File: src/design/pcpt_pkg.sv
// Shared types and constants for the pulse-counted PWM timer.
package pcpt_pkg;

  // Channel count and field widths are fixed by the port layout
  localparam int unsigned NUM_CH   = 4;
  localparam int unsigned PULSE_W  = 16;
  localparam int unsigned DIV_W    = 17;
  localparam int unsigned PERIOD_W = 17;
  localparam int unsigned CMP_W    = 16;
  localparam int unsigned CFG_IDX_W = 2;

  // Command codes carried in the kind field
  typedef enum logic [1:0] {
    KIND_TICK  = 2'd0,
    KIND_START = 2'd1,
    KIND_STOP  = 2'd2,
    KIND_SET   = 2'd3
  } kind_t;

  // Configuration register indexes
  localparam logic [CFG_IDX_W-1:0] REG_PRESCALE = 2'd0;
  localparam logic [CFG_IDX_W-1:0] REG_PERIOD   = 2'd1;
  localparam logic [CFG_IDX_W-1:0] REG_COMPARE  = 2'd2;

  // One accepted command word as seen by the timebase and the channels
  typedef struct packed {
    logic                accept;
    kind_t               kind;
    logic [NUM_CH-1:0]   mask;
    logic [PULSE_W-1:0]  count;
  } cmd_t;

  // Timebase status toward the channels, valid in the cycle of the command
  typedef struct packed {
    logic compare_hit;  // counter step lands on the compare value
    logic at_or_above;  // new counter value is at or above the compare value
  } tb_evt_t;

endpackage

File: src/design/pcpt_timebase.sv
// Shared prescaler and PWM up-counter with compare detection.
module pcpt_timebase #(
  parameter int unsigned COUNTER_WIDTH = 16
) (
  input  logic                             clk,
  input  logic                             rst_n,
  input  pcpt_pkg::cmd_t                   cmd,
  input  logic [pcpt_pkg::DIV_W-1:0]       prescale_div,
  input  logic [pcpt_pkg::PERIOD_W-1:0]    period_len,
  input  logic [pcpt_pkg::CMP_W-1:0]       compare_value,
  output pcpt_pkg::tb_evt_t                evt
);

  localparam int unsigned CW = COUNTER_WIDTH;
  // Width wide enough for both the register fields and the full range 2^CW
  localparam int unsigned XW = (CW + 1 > pcpt_pkg::DIV_W) ? CW + 1 : pcpt_pkg::DIV_W;

  logic [CW-1:0] prescale_count_r, prescale_count_nxt;
  logic [CW-1:0] main_count_r, main_count_nxt;

  logic [XW-1:0] cnt_max_x;
  logic [XW-1:0] div_x, per_x;
  logic [CW:0]   div_eff, per_eff;
  logic [CW:0]   pre_inc;
  logic [CW-1:0] cmp_eff;
  logic          step;

  // Clamp divider and period into their usable ranges
  always_comb begin
    cnt_max_x = XW'(1) << CW;
    div_x     = XW'(prescale_div);
    per_x     = XW'(period_len);
    if (div_x == '0) begin
      div_x = XW'(1);
    end else if (div_x > cnt_max_x) begin
      div_x = cnt_max_x;
    end
    if (per_x < XW'(2)) begin
      per_x = XW'(2);
    end else if (per_x > cnt_max_x) begin
      per_x = cnt_max_x;
    end
    div_eff = div_x[CW:0];
    per_eff = per_x[CW:0];
    cmp_eff = CW'(compare_value);
  end

  // Advance prescaler and counter on a tick, clear both on start
  always_comb begin
    prescale_count_nxt = prescale_count_r;
    main_count_nxt     = main_count_r;
    pre_inc            = {1'b0, prescale_count_r} + (CW+1)'(1);
    step               = 1'b0;
    if (cmd.accept) begin
      case (cmd.kind)
        pcpt_pkg::KIND_TICK: begin
          if (pre_inc < div_eff) begin
            prescale_count_nxt = pre_inc[CW-1:0];
          end else begin
            prescale_count_nxt = '0;
            step               = 1'b1;
            if ({1'b0, main_count_r} >= per_eff - (CW+1)'(1)) begin
              main_count_nxt = '0;
            end else begin
              main_count_nxt = main_count_r + CW'(1);
            end
          end
        end
        pcpt_pkg::KIND_START: begin
          prescale_count_nxt = '0;
          main_count_nxt     = '0;
        end
        default: begin
        end
      endcase
    end
  end

  // Report compare status of the new counter value
  always_comb begin
    evt.compare_hit = step && (main_count_nxt == cmp_eff);
    evt.at_or_above = (main_count_nxt >= cmp_eff);
  end

  always_ff @(posedge clk) begin
    if (!rst_n) begin
      prescale_count_r <= '0;
      main_count_r     <= '0;
    end else begin
      prescale_count_r <= prescale_count_nxt;
      main_count_r     <= main_count_nxt;
    end
  end

endmodule

File: src/design/pcpt_channels.sv
// Per-channel run and limit flags, pulse counts and readback selection.
module pcpt_channels (
  input  logic                               clk,
  input  logic                               rst_n,
  input  pcpt_pkg::cmd_t                     cmd,
  input  pcpt_pkg::tb_evt_t                  evt,
  output logic [pcpt_pkg::NUM_CH-1:0]        pwm_nxt,
  output logic [pcpt_pkg::NUM_CH-1:0]        run_nxt,
  output logic [pcpt_pkg::NUM_CH-1:0]        limit_nxt,
  output logic [pcpt_pkg::PULSE_W-1:0]       readback_nxt
);

  localparam int unsigned NC = pcpt_pkg::NUM_CH;
  localparam int unsigned PW = pcpt_pkg::PULSE_W;

  logic [NC-1:0] run_r, limit_r;
  logic [PW-1:0] counts_r   [NC];
  logic [PW-1:0] counts_nxt [NC];

  // Update each channel from the command word and the compare event
  always_comb begin
    for (int i = 0; i < NC; i++) begin
      run_nxt[i]    = run_r[i];
      limit_nxt[i]  = limit_r[i];
      counts_nxt[i] = counts_r[i];
      if (cmd.accept) begin
        case (cmd.kind)
          pcpt_pkg::KIND_TICK: begin
            if (evt.compare_hit && run_r[i] && limit_r[i]) begin
              if (counts_r[i] == '0) begin
                run_nxt[i]   = 1'b0;
                limit_nxt[i] = 1'b0;
              end else begin
                counts_nxt[i] = counts_r[i] - PW'(1);
              end
            end
          end
          pcpt_pkg::KIND_START: begin
            if (cmd.mask[i]) begin
              run_nxt[i] = 1'b1;
              if (counts_r[i] != '0) begin
                limit_nxt[i] = 1'b1;
              end
            end
          end
          pcpt_pkg::KIND_STOP: begin
            if (cmd.mask[i]) begin
              run_nxt[i]    = 1'b0;
              limit_nxt[i]  = 1'b0;
              counts_nxt[i] = '0;
            end
          end
          pcpt_pkg::KIND_SET: begin
            if (cmd.mask[i]) begin
              counts_nxt[i] = cmd.count;
            end
          end
          default: begin
          end
        endcase
      end
    end
  end

  // Drive outputs high only while at or above compare
  assign pwm_nxt = evt.at_or_above ? run_nxt : '0;

  // Pick the updated count of the lowest selected channel
  always_comb begin
    readback_nxt = '0;
    for (int i = NC - 1; i >= 0; i--) begin
      if (cmd.mask[i]) begin
        readback_nxt = counts_nxt[i];
      end
    end
  end

  always_ff @(posedge clk) begin
    if (!rst_n) begin
      run_r   <= '0;
      limit_r <= '0;
      for (int i = 0; i < NC; i++) begin
        counts_r[i] <= '0;
      end
    end else begin
      run_r   <= run_nxt;
      limit_r <= limit_nxt;
      for (int i = 0; i < NC; i++) begin
        counts_r[i] <= counts_nxt[i];
      end
    end
  end

endmodule

File: src/design/pulse_counted_pwm_timer_unit.sv
// Top level of the pulse-counted PWM timer: config registers and result register.
//
// Four-channel PWM timer driven by command words. A tick word advances the
// shared prescaler; on its terminal count the shared counter steps and wraps
// at period minus one. A running channel is high while the counter is at or
// above the compare value. Start words clear both counters and run the
// selected channels, stop words halt them and clear their pulse counts, and
// set words load pulse counts; a channel started with a nonzero count counts
// down on each compare hit and stops itself on the hit that finds it at zero.
// Every accepted word yields one result word holding the state after that word,
// from a single output register; a new word is taken every cycle while the output
// side keeps up, and also while a result waits if it is taken in that same cycle.
// The configuration port is always ready; write it only while the timer is idle.
module pulse_counted_pwm_timer_unit #(
  parameter int unsigned COUNTER_WIDTH = 16
) (
  input  logic                                clk,
  input  logic                                rst_n,

  input  logic                                in_valid,
  output logic                                in_ready,
  input  logic [1:0]                          in_kind,
  input  logic [pcpt_pkg::NUM_CH-1:0]         in_channel_mask,
  input  logic [pcpt_pkg::PULSE_W-1:0]        in_count,

  output logic                                out_valid,
  input  logic                                out_ready,
  output logic [pcpt_pkg::NUM_CH-1:0]         out_pwm_out,
  output logic [pcpt_pkg::NUM_CH-1:0]         out_running,
  output logic [pcpt_pkg::NUM_CH-1:0]         out_limited,
  output logic [pcpt_pkg::PULSE_W-1:0]        out_count_readback,

  input  logic                                cfg_valid,
  output logic                                cfg_ready,
  input  logic [pcpt_pkg::CFG_IDX_W-1:0]      cfg_index,
  input  logic [pcpt_pkg::DIV_W-1:0]          cfg_data
);

  logic [pcpt_pkg::DIV_W-1:0]    prescale_div_r;
  logic [pcpt_pkg::PERIOD_W-1:0] period_len_r;
  logic [pcpt_pkg::CMP_W-1:0]    compare_value_r;

  logic                          out_valid_r, out_valid_nxt;
  logic [pcpt_pkg::NUM_CH-1:0]   pwm_r, running_r, limited_r;
  logic [pcpt_pkg::PULSE_W-1:0]  readback_r;

  pcpt_pkg::cmd_t                cmd;
  pcpt_pkg::tb_evt_t             evt;
  logic [pcpt_pkg::NUM_CH-1:0]   pwm_nxt, run_nxt, limit_nxt;
  logic [pcpt_pkg::PULSE_W-1:0]  readback_nxt;

  // Take a word whenever the output register is free or being drained
  assign in_ready  = !out_valid_r || out_ready;
  assign cfg_ready = 1'b1;

  always_comb begin
    cmd.accept = in_valid && in_ready;
    cmd.kind   = pcpt_pkg::kind_t'(in_kind);
    cmd.mask   = in_channel_mask;
    cmd.count  = in_count;
  end

  // Write configuration registers
  always_ff @(posedge clk) begin
    if (!rst_n) begin
      prescale_div_r  <= pcpt_pkg::DIV_W'(1);
      period_len_r    <= pcpt_pkg::PERIOD_W'(65536);
      compare_value_r <= pcpt_pkg::CMP_W'(32768);
    end else if (cfg_valid && cfg_ready) begin
      case (cfg_index)
        pcpt_pkg::REG_PRESCALE: prescale_div_r  <= cfg_data;
        pcpt_pkg::REG_PERIOD:   period_len_r    <= pcpt_pkg::PERIOD_W'(cfg_data);
        pcpt_pkg::REG_COMPARE:  compare_value_r <= cfg_data[pcpt_pkg::CMP_W-1:0];
        default: begin
        end
      endcase
    end
  end

  pcpt_timebase #(
    .COUNTER_WIDTH (COUNTER_WIDTH)
  ) u_timebase (
    .clk           (clk),
    .rst_n         (rst_n),
    .cmd           (cmd),
    .prescale_div  (prescale_div_r),
    .period_len    (period_len_r),
    .compare_value (compare_value_r),
    .evt           (evt)
  );

  pcpt_channels u_channels (
    .clk          (clk),
    .rst_n        (rst_n),
    .cmd          (cmd),
    .evt          (evt),
    .pwm_nxt      (pwm_nxt),
    .run_nxt      (run_nxt),
    .limit_nxt    (limit_nxt),
    .readback_nxt (readback_nxt)
  );

  // Hold the result word until taken
  assign out_valid_nxt = cmd.accept || (out_valid_r && !out_ready);

  always_ff @(posedge clk) begin
    if (!rst_n) begin
      out_valid_r <= 1'b0;
    end else begin
      out_valid_r <= out_valid_nxt;
    end
  end

  always_ff @(posedge clk) begin
    if (cmd.accept) begin
      pwm_r      <= pwm_nxt;
      running_r  <= run_nxt;
      limited_r  <= limit_nxt;
      readback_r <= readback_nxt;
    end
  end

  assign out_valid          = out_valid_r;
  assign out_pwm_out        = pwm_r;
  assign out_running        = running_r;
  assign out_limited        = limited_r;
  assign out_count_readback = readback_r;

endmodule

File: config.mk
export PLATFORM = sky130hd
export DESIGN_NAME = pulse_counted_pwm_timer_unit
export DESIGN_NICKNAME = d
export VERILOG_FILES = /design/src/design/pcpt_pkg.sv /design/src/design/pcpt_timebase.sv /design/src/design/pcpt_channels.sv /design/src/design/pulse_counted_pwm_timer_unit.sv
export SDC_FILE = /design/constraint.sdc
export NUM_CORES = 1
export LEC_CHECK = 0
export BUFFER_PORTS_ARGS = -buffer_cell sky130_fd_sc_hd__buf_2
export CAP_MARGIN = 15
export CORE_MARGIN = 1.5
export CORE_UTILIZATION = 30
export CTS_BUF_LIST = sky130_fd_sc_hd__clkbuf_8
export DETAILED_ROUTE_END_ITERATION = 10
export MAX_ROUTING_LAYER = met4
export PLACE_DENSITY = 0.47
export SLEW_MARGIN = 20
export SYNTH_ARGS = -nofsm -noshare
export SYNTH_HDL_FRONTEND = slang
export SYNTH_SLANG_ARGS = --single-unit
File: constraint.sdc
create_clock -name clk -period 6.7 [get_ports clk]
set_input_delay 0.335 -clock clk [delete_from_list [all_inputs] [get_ports clk]]
set_output_delay 0.335 -clock clk [all_outputs]
set_load 0.01 [all_outputs]
Word level (Yosys, flattened, before mapping)
Memory sizes are Yosys's and may differ from the RTL's.
Cells that the tools add are included.

storage, ports and cells
  logic and storage cells = 166
  memories kept = 1
  output and inout bits = 31
  input bits = 46
  bits in writable memories = 64
  register bits = 119

operators by class
  add/sub/neg operators = 7
  multiplexer cells = 99
  bitwise logic cells = 4
  magnitude comparators = 6
  equal/unequal tests = 6
  reductions and logical operators = 31

memories
  name                 words  width  rd ports  clocked after memory_dff  write ports  RTL line             RTL
  u_channels.counts_r  4      16     4         0                         4            pcpt_channels.sv:17  logic [PW-1:0] counts_r [NC];

operators with widths
  kind                                                  count
  2-to-1 mux 16 bit                                     32
  case mux 16 bit (3 select lines)                      4
  2-to-1 mux 17 bit                                     4
  zero test 16 bit                                      4
  case mux 16 bit (2 select lines)                      2
  nonzero test 16 bit                                   4
  subtractor 16 x 1 -> 16 bit (second input constant)   4
  2-to-1 mux 1 bit                                      49
  > comparator 17 bit (second input constant)           2
  case mux 1 bit (3 select lines)                       8
  adder 16 x 1 -> 17 bit (second input constant)        1
  greater-or-equal comparator 16 x 17 -> 1 bit          1
  zero test 17 bit                                      1
  < comparator 17 bit                                   1
  < comparator 17 x 2 -> 1 bit (second input constant)  1
  subtractor 17 x 1 -> 17 bit (second input constant)   1
  adder 16 x 1 -> 16 bit (second input constant)        1
  == test 16 bit                                        1
  greater-or-equal comparator 16 bit                    1
  logical AND 1 bit                                     11
  AND reduction 2 bit                                   4
  == test 2 bit (second input constant)                 3
  == test 2 x 1 -> 1 bit (second input constant)        2
  zero test 2 bit                                       2
  other kinds (4)                                       9

Logic depth before layout (Yosys ltp)
  word-level depth = 20
  depth in mapped cells = 33
  gate-level depth less buffers = 29

Cells and area by module
Synthesis repeated with hierarchy kept, for this count alone.

unflattened totals
  cells, all modules = 1730
  area, all modules = 13628.1 um^2

by module, submodules not included
  module                        seq. area each (um^2)  cells an instance  times used  area each (um^2)
  pcpt_channels                 1441.4                 1013               1           7091.8
  pcpt_timebase                 640.6                  496                1           3739.8
  pulse_counted_pwm_timer_unit  1861.8                 221                1           2796.4

Worst setup path after synthesis
No wires, ideal clock.

  kind = reg2reg
  from = register u_timebase.prescale_count_r[0]
  to = register readback_r, in the netlist out_count_readback[11], data pin
  cell stages (with the launch flop) = 27
  setup time = 0.272 ns
  clock period less this slack = 7.339 ns
  required time = 6.428 ns
  setup slack = -0.639 ns
  buffers on the path = 2
  arrival time = 7.067 ns
  cell sequence = dfxtp_1 > ha_1 > nand3_1 > nor4_1 > and3_1 > and3_1 > xor2_1 > ha_1 > nand4_1 > nor3_1 > o311ai_0 > o211a_1 > clkbuf_1 > buf_1 > nor3b_1 > nand3_1 > a21o_1 > a22o_1 > ha_1 > nand4_1 > or4_1 > nor2_1 > nand2_1 > or3_1 > o311ai_1 > a21oi_1 > or4_1

between the ends
  cells in the longest elaborated chain, start to end = 16
  elaborated cells on any way between the ends = 34
  classes of those cells = 1 x add/sub; 1 x order compare; 1 x eq/ne; 22 x mux; 9 x reduce/logical

ends and longest elaborated chain
  element                             RTL line                             RTL
  start: declaration                  pcpt_timebase.sv:18                  logic [CW-1:0] prescale_count_r, prescale_count_nxt;
  start signal: assignment            pcpt_timebase.sv:90                  prescale_count_r <= prescale_count_nxt;
  adder 16 x 1 -> 17 bit *            pcpt_timebase.sv:52                  pre_inc = {1'b0, prescale_count_r} + (CW+1)'(1);
  < comparator 17 bit *               pcpt_timebase.sv:57                  if (pre_inc < div_eff) begin
  2-to-1 mux 16 bit *                 pcpt_timebase.sv:57
  case mux 16 bit (2 select lines) *  pcpt_timebase.sv:55                  case (cmd.kind)
  2-to-1 mux 16 bit *                 pcpt_timebase.sv:54                  if (cmd.accept) begin
  net u_timebase.main_count_nxt[8]    pcpt_timebase.sv:19                  logic [CW-1:0] main_count_r, main_count_nxt;
  == test 16 bit *                    pcpt_timebase.sv:81                  evt.compare_hit = step && (main_count_nxt == cmp_eff);
  logical AND 1 bit *                 pcpt_timebase.sv:81
  logical AND 1 bit (2 in a row)      pcpt_channels.sv:29                  if (evt.compare_hit && run_r[i] && limit_r[i]) begin
  2-to-1 mux 16 bit                   pcpt_channels.sv:29
  case mux 16 bit (3 select lines)    pcpt_channels.sv:27                  case (cmd.kind)
  2-to-1 mux 16 bit                   pcpt_channels.sv:26                  if (cmd.accept) begin
  2-to-1 mux 16 bit (3 in a row)      pcpt_channels.sv:72                  if (cmd.mask[i]) begin
  2-to-1 mux 16 bit *                 pcpt_channels.sv:72
  net readback_nxt, one bit           pulse_counted_pwm_timer_unit.sv:50   logic [pcpt_pkg::PULSE_W-1:0] readback_nxt;
  end signal: assignment              pulse_counted_pwm_timer_unit.sv:119  readback_r <= readback_nxt;
  end: declaration                    pulse_counted_pwm_timer_unit.sv:45   logic [pcpt_pkg::PULSE_W-1:0] readback_r;

Mark *: on every way through the listed nets, which the timed path passes. The rest lies on a longest branch.
A chain may end at the register's enable or synchronous reset.

Final worst setup path
  from = register period_len_r[12] in the netlist's numbering
  to = register readback_r, in the netlist out_count_readback[8], data pin

between the ends
  cells in the longest elaborated chain, start to end = 20
  elaborated cells on any way between the ends = 36
  classes of those cells = 1 x add/sub; 3 x order compare; 1 x eq/ne; 22 x mux; 9 x reduce/logical

ends and longest elaborated chain
  element                                         RTL line                            RTL
  start: declaration                              pulse_counted_pwm_timer_unit.sv:40  logic [pcpt_pkg::PERIOD_W-1:0] period_len_r;
  start signal: assignment                        pulse_counted_pwm_timer_unit.sv:67  period_len_r <= pcpt_pkg::PERIOD_W'(65536);
  start signal: assignment                        pulse_counted_pwm_timer_unit.sv:72  pcpt_pkg::REG_PERIOD: period_len_r <= pcpt_pkg::PERIOD_W'(cfg_data);
  > comparator 17 bit                             pcpt_timebase.sv:40                 end else if (per_x > cnt_max_x) begin
  2-to-1 mux 17 bit                               pcpt_timebase.sv:40
  2-to-1 mux 17 bit *                             pcpt_timebase.sv:38                 if (per_x < XW'(2)) begin
  subtractor 17 x 1 -> 17 bit *                   pcpt_timebase.sv:62                 if ({1'b0, main_count_r} >= per_eff - (CW+1)'(1)) begin
  greater-or-equal comparator 16 x 17 -> 1 bit *  pcpt_timebase.sv:62
  2-to-1 mux 16 bit *                             pcpt_timebase.sv:62
  2-to-1 mux 16 bit *                             pcpt_timebase.sv:57
  case mux 16 bit (2 select lines) *              pcpt_timebase.sv:55
  [... 1 more ...]                                -
  net u_timebase.main_count_nxt[1]                pcpt_timebase.sv:19
  [... 1 more ...]                                -
  logical AND 1 bit *                             pcpt_timebase.sv:81
  logical AND 1 bit (2 in a row)                  pcpt_channels.sv:29
  2-to-1 mux 16 bit                               pcpt_channels.sv:29
  case mux 16 bit (3 select lines)                pcpt_channels.sv:27
  2-to-1 mux 16 bit                               pcpt_channels.sv:26
  2-to-1 mux 16 bit (3 in a row)                  pcpt_channels.sv:72
  2-to-1 mux 16 bit *                             pcpt_channels.sv:72
  net readback_nxt, one bit                       pulse_counted_pwm_timer_unit.sv:50

Marks and branches as above.

==> results.cfg <==
[routing]
dr.pass1.iters = 7
avgViaCountPerCell = 5.73
postRouteWirelength_mm = 53.4
drcViolationCount = 0
routedWlPerCell_um = 21.7
vias = 14100
drtAntennaViolNets = 0
drtIter0Drc = 1345

[floorplanning]
die-area_um2 = 43500
initial_core_util = 0.303
core_um2 = 41900
dieHeight_um = 209
die_w_um = 209
rows = 75
ios = 77

[layout]
nNetsFinal = 2009
num_antenna_cells = 0
multiInputGateArea_um2 = 8710
syn_to_final_growth_pct = 27.2
drive_gt1_frac = 0.237
final_cell_count_no_fill = 2456
post-route-util = 0.385
fillers = 4468
seq_area_um2 = 3950

[worst_setup_path]
required_ns = 6.96
arrival_ns = 6.86
cp_max_fo = 8
rrSetupSlack_ns = 0.10
cp_slowest_stage_delay_ns = 0.63
crit_path_end_kind = flop
critPathKind = flop to flop
crit_slowest_cell = a211oi_1
crit_path_start_kind = flop

[power_and_ir_drop]
irDropWorstVdd_uv = 146
power_leakage_nw = 6.24
p_per_area_nw_per_um2 = 173

[clock_tree]
cts_buffer_depth = 2
cts_tree = yes
cts.reportedPaths.clkPinSlew_ns = 0.11
insertion_delay_ns = 0.54
cts_hold_buf = 0
htree_num_levels = 4
root_buffer = clkbuf_8
cts_buffers = 17
clock_sinks = 183

[yosys]
ys_seq_elements = 183
ys.flop_type = dfxtp_1
synthArstFlopShare = 0
synth_cell_types = 78
ys_seq_area_frac = 0.311
yosys_warnings = 0
synth_area_per_cell_um2 = 7.42
synth_cells = 1708
synth_fp_nets = 1813
syn_area_um2 = 12700
synth-edff-count = 28

[worst_hold_path]
hp-class = primary input to flop

[timing]
fmax_mhz = 152
tightest_slew_ns = 1.15
rsz0062_at_grt = true
setup_violations = 0
fin_skew_ns = 0.0217
final.min_clock_period_ns = 6.60
tns_ns = 0
hold_violations = 0
period_share = 0.984
drv_slew = 0
relSlewSlack = 0.228

[grt]
grt_pass1_wl_mm = 80.6
grtUsageMet3 = 0.0408
grt-busiest-layer = met2
grt.overflow.total = 0
grt_pass1_vias = 13500
grt_use_met1 = 0.312
grt_max_degree = 73
antenna_found_initial = 0
use_met2 = 0.401
grtUsageTotal = 0.248

[status]
status = complete, no violations

[placement]
dp_hpwl_mm = 37.8
port_buffers = 75
place_inst = 2403
gp_congestion = 0.973

[job]
cap_violations = 0
cells in the final DEF, fill, tap and decap left out, drive strengths merged, types with 12 or more instances in the layout:
cell	synthesis	routed
nand4	40	40
a21oi	145	145
xnor2	15	15
nor4	31	31
clkbuf	104	20
a221oi	14	14
nand2	263	263
or4	12	12
a22oi	12	12
mux2i	12	12
buf	12	291
o21ai	95	95
or2	12	12
and3	25	25
or3	25	25
dfxtp	155	155
nor2	136	136
xor2	14	14
o211ai	14	14
edfxtp	28	28
a31oi	41	41
and2	31	31
o21a	21	21
inv	56	63
nand3	66	66
nor3	49	49
ha	59	59
a211oi	19	19
state kept, by name, indices dropped and copies added, names as in the netlist, 16 cells and up:
signal,count
u_timebase.main_count_r,16
u_timebase.prescale_count_r,16
compare_value_r,16
u_channels.counts_r,64
prescale_div_r,17
out_count_readback,16
period_len_r,17
what timing repair did:
action | CTS | global route
resized for setup | 40 | 78
pin swaps | 16 | 48
setup endpoints to repair | 19 | 71
buffers inserted | 7 | 13
cloned | 1 | 1
cell type report:
class                   instances  area share
well taps                     539      0.0418
flip-flops and latches        183       0.245
repair buffers                293       0.131
clock inverters                14      0.0135
clock buffers                  18      0.0154
inverters                      59      0.0139
multi-input cells            1350       0.540
critical path, delay by kind of cell (launching register included):
family                     cells  cell delay, ns
AOI/OAI and AO/OA             10            2.00
adders and majority gates      3            0.74
buffers and inverters          4            0.61
DFF                            1            0.33
and+or+nand+nor               13            2.65
final timing paths:
kind,start,endpoint,depth (start not counted)
worst max-delay path,period_len_r[12]$_SDFFE_PN0P_,out_count_readback[8]$_DFFE_PP_,30
worst min-delay path,cfg_data[16],prescale_div_r[16]$_SDFFE_PN0P_,3
worst max register to register,period_len_r[12]$_SDFFE_PN0P_,out_count_readback[8]$_DFFE_PP_,30
worst min register to register,compare_value_r[1]$_SDFFE_PN0P_,compare_value_r[1]$_SDFFE_PN0P_,2
cells in the mapped netlist, drive strengths merged, types with 9 or more instances:
library cell / number / share of area
edfxtp: 28 / 0.066
o21ai: 95 / 0.038
xor2: 14 / 0.0097
a211oi: 19 / 0.011
mux2: 9 / 0.0080
o2bb2ai: 10 / 0.0069
mux2i: 12 / 0.0095
dfxtp: 155 / 0.24
nor3b: 9 / 0.0053
buf: 12 / 0.0045
a21o: 10 / 0.0059
ha: 59 / 0.058
o21a: 21 / 0.012
a31oi: 41 / 0.020
a311oi: 11 / 0.0076
a221oi: 14 / 0.0097
or2: 12 / 0.0059
xnor2: 15 / 0.010
and2: 31 / 0.015
nor2: 136 / 0.040
nand4: 40 / 0.020
o31ai: 9 / 0.0053
nor4: 31 / 0.015
nand3: 66 / 0.026
nand2: 263 / 0.078
or3: 25 / 0.012
nor2b: 9 / 0.0044
nand2b: 11 / 0.0054
nor3: 49 / 0.019
and3: 25 / 0.013
or4: 12 / 0.0077
o211ai: 14 / 0.0083
a21oi: 145 / 0.057
inv: 56 / 0.017
clkbuf: 104 / 0.031
a22oi: 12 / 0.0071
power breakdown:
group          internal, mW  total [mW]  switching [mW]
registers              1.16        1.19          0.0337
clock network         0.457       0.931           0.474
logic                 0.230       0.671           0.441
total                  1.84        2.79           0.949
cell families after synthesis:
kind of cell,Yosys count,synth area share
AOI/OAI and AO/OA,496,0.255
muxes,21,0.0175
adders and majority gates,59,0.0582
buffers and inverters,175,0.0528
other,1,0.000296
xor gates and xnor gates,29,0.0200
DFF,183,0.311
and+or+nand+nor,744,0.285
metal layers:
layer	vias up	routed length (um)
met4	0	1550
li1	6682	-
met1	6760	23100
met5	-	0
met3	87	3270
met2	548	25500
per-stage QoR:
stage	total power [mW]	worst slack, ns	hold slack [ns]	cell area (um2)
6_report	2.79	0.104	0.0515	16100
5_1_grt	2.91	-0.163	0.0263	16100
4_1_cts	2.78	0.00763	0.0158	15600
3_5_place_dp	1.83	-0.440	0.447	14800
3_3_place_gp	1.83	-0.261	0.444	14800
2_1_floorplan	1.57	0.0269	0.436	12800
(Power assumes the default switching activity.)
